`config.mk`:
```
export PLATFORM = sky130hd
export DESIGN_NAME = trc_div
export DESIGN_NICKNAME = d
export VERILOG_FILES = /design/src/tile_map_rect_collision_top_macros.svh /design/src/trc_pkg.sv /design/src/trc_div.sv
export SDC_FILE = /design/constraint.sdc
export NUM_CORES = 1
export LEC_CHECK = 0
export BUFFER_PORTS_ARGS = -buffer_cell sky130_fd_sc_hd__buf_2
export CAP_MARGIN = 20
export CELL_PAD_IN_SITES_DETAIL_PLACEMENT = 0
export CELL_PAD_IN_SITES_GLOBAL_PLACEMENT = 1
export CORE_AREA = 2 2 45 47
export DETAILED_ROUTE_END_ITERATION = 8
export DIE_AREA = 0 0 47 49
export PLACE_DENSITY = 0.76
export SYNTH_ARGS = -nofsm -noshare
export SYNTH_HDL_FRONTEND = slang
export SYNTH_SLANG_ARGS = --single-unit
```
`constraint.sdc`:
```
create_clock -name clk_i -period 0.8 [get_ports clk_i]
set_input_delay 0.08 -clock clk_i [delete_from_list [all_inputs] [get_ports clk_i]]
set_output_delay 0.08 -clock clk_i [all_outputs]
set_load 0.02 [all_outputs]
```
`src/tile_map_rect_collision_top_macros.svh`:
```
// assertion helpers for the tile map collision block
`ifndef TILE_MAP_RECT_COLLISION_TOP_MACROS_SVH
`define TILE_MAP_RECT_COLLISION_TOP_MACROS_SVH

// same-cycle implication, sampled on clk_i, off while in reset
`define TRC_ASSERT_IMP(lbl, ante, cons, msg) \
  lbl: assert property (@(posedge clk_i) disable iff (!rst_ni) (ante) |-> (cons)) \
    else $error(msg);

// next-cycle implication, sampled on clk_i, off while in reset
`define TRC_ASSERT_NXT(lbl, ante, cons, msg) \
  lbl: assert property (@(posedge clk_i) disable iff (!rst_ni) (ante) |=> (cons)) \
    else $error(msg);

`endif

```
`src/trc_pkg.sv`:
```
package trc_pkg;

  // width of a tile index coming out of the divide unit
  localparam int TILE_W = 16;
  // width of a pixel coordinate or coordinate plus extent, signed
  localparam int SUMW = 18;
  // coordinates converted per query
  localparam int NUM_COORDS = 4;

  // operation codes
  localparam logic [1:0] OP_WRITE = 2'd0;
  localparam logic [1:0] OP_FULL  = 2'd1;
  localparam logic [1:0] OP_TOP   = 2'd2;

  // configuration register indexes
  localparam logic CFG_COLUMNS = 1'b0;
  localparam logic CFG_ROWS    = 1'b1;

  localparam logic [7:0] COLS_RESET = 8'd128;
  localparam logic [5:0] ROWS_RESET = 6'd28;

  // coordinate slots, in the order they go through the divide unit
  localparam logic [1:0] CO_TOP   = 2'd0;
  localparam logic [1:0] CO_BOT   = 2'd1;
  localparam logic [1:0] CO_LEFT  = 2'd2;
  localparam logic [1:0] CO_RIGHT = 2'd3;

  typedef struct packed {
    logic       vld;
    logic [1:0] idx;
  } div_tag_t;

  typedef struct packed {
    logic wr_en;
    logic wr_bit;
    logic rd_en;
  } mem_ctl_t;

endpackage

```
`src/trc_div.sv`:
```
module trc_div #(
  parameter int TILE_PIXELS = 32
) (
  input  logic                       clk_i,
  input  logic                       rst_ni,
  input  trc_pkg::div_tag_t          tag_i,
  input  logic [trc_pkg::TILE_W-1:0] operand_i,
  output trc_pkg::div_tag_t          tag_o,
  output logic [trc_pkg::TILE_W-1:0] tile_o
);

  // floor(p / TILE_PIXELS) as (p * MUL) >> SHIFT, exact for every 16-bit p
  localparam int L_BITS = $clog2(TILE_PIXELS);
  localparam int SHIFT  = trc_pkg::TILE_W + L_BITS;
  localparam int MW     = trc_pkg::TILE_W + 1;
  localparam int PW     = trc_pkg::TILE_W + MW;
  localparam longint unsigned MUL =
    ((64'd1 << SHIFT) + 64'(TILE_PIXELS) - 64'd1) / 64'(TILE_PIXELS);
  localparam logic [MW-1:0] MUL_C = MW'(MUL);

  logic [PW-1:0]     prod_q;
  trc_pkg::div_tag_t tag_q;

  always_ff @(posedge clk_i or negedge rst_ni) begin
    if (!rst_ni) begin
      tag_q <= '0;
    end else begin
      tag_q <= tag_i;
    end
  end

  always_ff @(posedge clk_i) begin
    prod_q <= operand_i * MUL_C;
  end

  assign tag_o  = tag_q;
  assign tile_o = trc_pkg::TILE_W'(prod_q >> SHIFT);

endmodule

```
==> run summary <==
critical path, cell by cell - buf_6
CP Launch Type - flip-flop
antenna violations before repair - 0
most frequent cell after synthesis - dfxtp_1
outcome - finished with violations
Max FO, Critical Path - 1
final worst slack - -51.5 ps
met3 wire length - 57 µm
WL met2 - 511 µm
global-route wire length before repair - 1230 µm
critical path class - reg2out
die area - 2300 µm²
Clock Tree Root - clkbuf_4
Max VDD drop - 0.816 mV
WP data arrival - 770 ps
Synth Area in Adders - 0
total routing usage reported by global routing - 0.0781
final setup TNS - -152 ps
ys flop type - dfxtp_1
Die Wd - 47 µm
num ports - 40
vias in the first global route - 307
Period Utilization, post-route - 1.06
Mapped Cells - 20
Lkg Pwr - 0.000365 µW
Tmin final - 852 ps
gr ovfl total - 0
Worst path max stage delay - 380 ps
Worst Path Required - 720 ps
Slew Limit Fails - 0
top post-synthesis cells by area - dfxtp_1, dfrtp_1, buf_4
pin count of the biggest net entering global routing - 9
RSZ-0062 raised after global routing - true
CTS tree - built
post-layout util - 0.418
Post-Layout Cell Count - 94
pwr dens - 1800 nW/µm²
DR vias - 293
number of flops mapped to enable cells by yosys - 0
multiplexer share of the synthesized area - 0
Design Area, Final - 771 µm²
Mapped Area - 337 µm²
Via density - 3.12
Nets - 89
n_diodes - 0
CTS buffer count - 3
commonest cells in the netlist - dfxtp_1, buf_4, dfrtp_1
level count of the clock H-tree - 1
CP max stage cell - dfrtp_1
post-synthesis simple-gate area fraction - 0
total wire length - 808 µm
Crit. End Element - output port
Post-Synth XOR/XNOR Area - 0
buffer levels on the longest clock path - 2
HP Class - in2async
PortBufs - 29
top cell type's share of synthesized area - 0.654
# setup viols final - 3
area delta synth->final - 129%
Initial Util - 0.183
global placement routability congestion - 0.554
Synth area leader - dfxtp_1
Avg Inst Size Synth - 16.8 µm²
Post-synth ARST share - 0.214
Final Hold Vio Count - 0
DRT Pass-1 Iters - 1
Core ar. - 1840 µm²
combinational family with the most area after synthesis - buffers and inverters
Synth Area in Compound Gates - 0
Seq/Total Area, Yosys - 0.877
mean routed wirelength per cell - 8.60 µm
Critical path buffers and inverters - 1
post-route DRC violation count - 0
yosys warns - 0
Cell variety after synth - 4
Max-Cap Viols - 0
Placement Cell Area - 493 µm²
number of routed nets with antenna violations - 0
Post-Route M1 WL - 240 µm
initial DRC count - 0
Max Freq - 1.17 GHz
total power - 1390 µW
Die Height - 49 µm
# rows - 16
clock-pin transition on the worst setup and hold timing paths - 80 ps
Num Clock Sinks - 14
failing checks - setup timing
ratio of cells with drive above 1 in the final layout - 0.642
top sig layer - met3
#FFs+latches synth - 14
cell family with most CP delay - flip-flops
Inst Count DP - 75
registers in the layout, indices dropped and copies added, names as in the netlist:
name	cells
tag_o	3
prod_q	11
final cells by class:
type | instances | area (µm²)
Timing Repair Buffer | 44 | 383
Multi-Input combinational cell | 5 | 18.8
Sequential cell | 14 | 309
Clock buffer | 4 | 26.3
Tap cell | 27 | 33.8
Fill cell | 189 | 1070
path summary, 6_finish.rpt:
kind,to,start,cells after the start
max,tag_o[2],tag_o[2]$_DFF_PN0_,1
min,tag_o[2]$_DFF_PN0_,rst_ni,2
max in group asynchronous,tag_o[1]$_DFF_PN0_,rst_ni,2
min in group clk_i,prod_q[30]$_DFF_P_,operand_i[14],2
through the flow:
step / hold slack (ps) / setup slack, ps
6_report: 129 / -51.5
5_1_grt: 135 / -90.7
4_1_cts: 110 / -66.0
3_5_place_dp: -124 / 235
3_3_place_gp: -125 / 236
2_1_floorplan: -216 / 304
routing by layer:
| layer | global-route usage | up-vias |
|---|---|---|
| li1 | - | 144 |
| met4 | 0.0417 | 0 |
| met5 | 0 | - |
| met1 | 0.0664 | 133 |
| met3 | 0.0333 | 0 |
| met2 | 0.142 | 16 |
logic make-up (layout without fill, tap and decap cells):
| family | count (synthesis) | after routing |
|---|---|---|
| buf+inv | 5 | 48 |
| other cells | 1 | 5 |
| flops | 14 | 14 |
report_power, final:
part           switching [µW]  internal, µW
sequential               16.1           742
combinational             101           140
clock                     199           193
layout by cell type (no fill, tap or decap):
cell	Yosys	final
buf_2	0	15
buf_6	0	14
clkbuf_1	0	1
clkbuf_4	0	3
conb_1	1	5
dfrtp_1	3	3
dfxtp_2	0	11
dlygate4sd3_1	0	15
timing repair:
item | CTS | global route
cloned | 0 | 0
gates resized for setup | 35 | 4
setup endpoints to repair | 14 | 14
hold endpoints to repair | 17 | 0
hold buffers | 15 | 0
setup buffers | 0 | 0
Note: power is estimated with default switching activity, not from simulation.
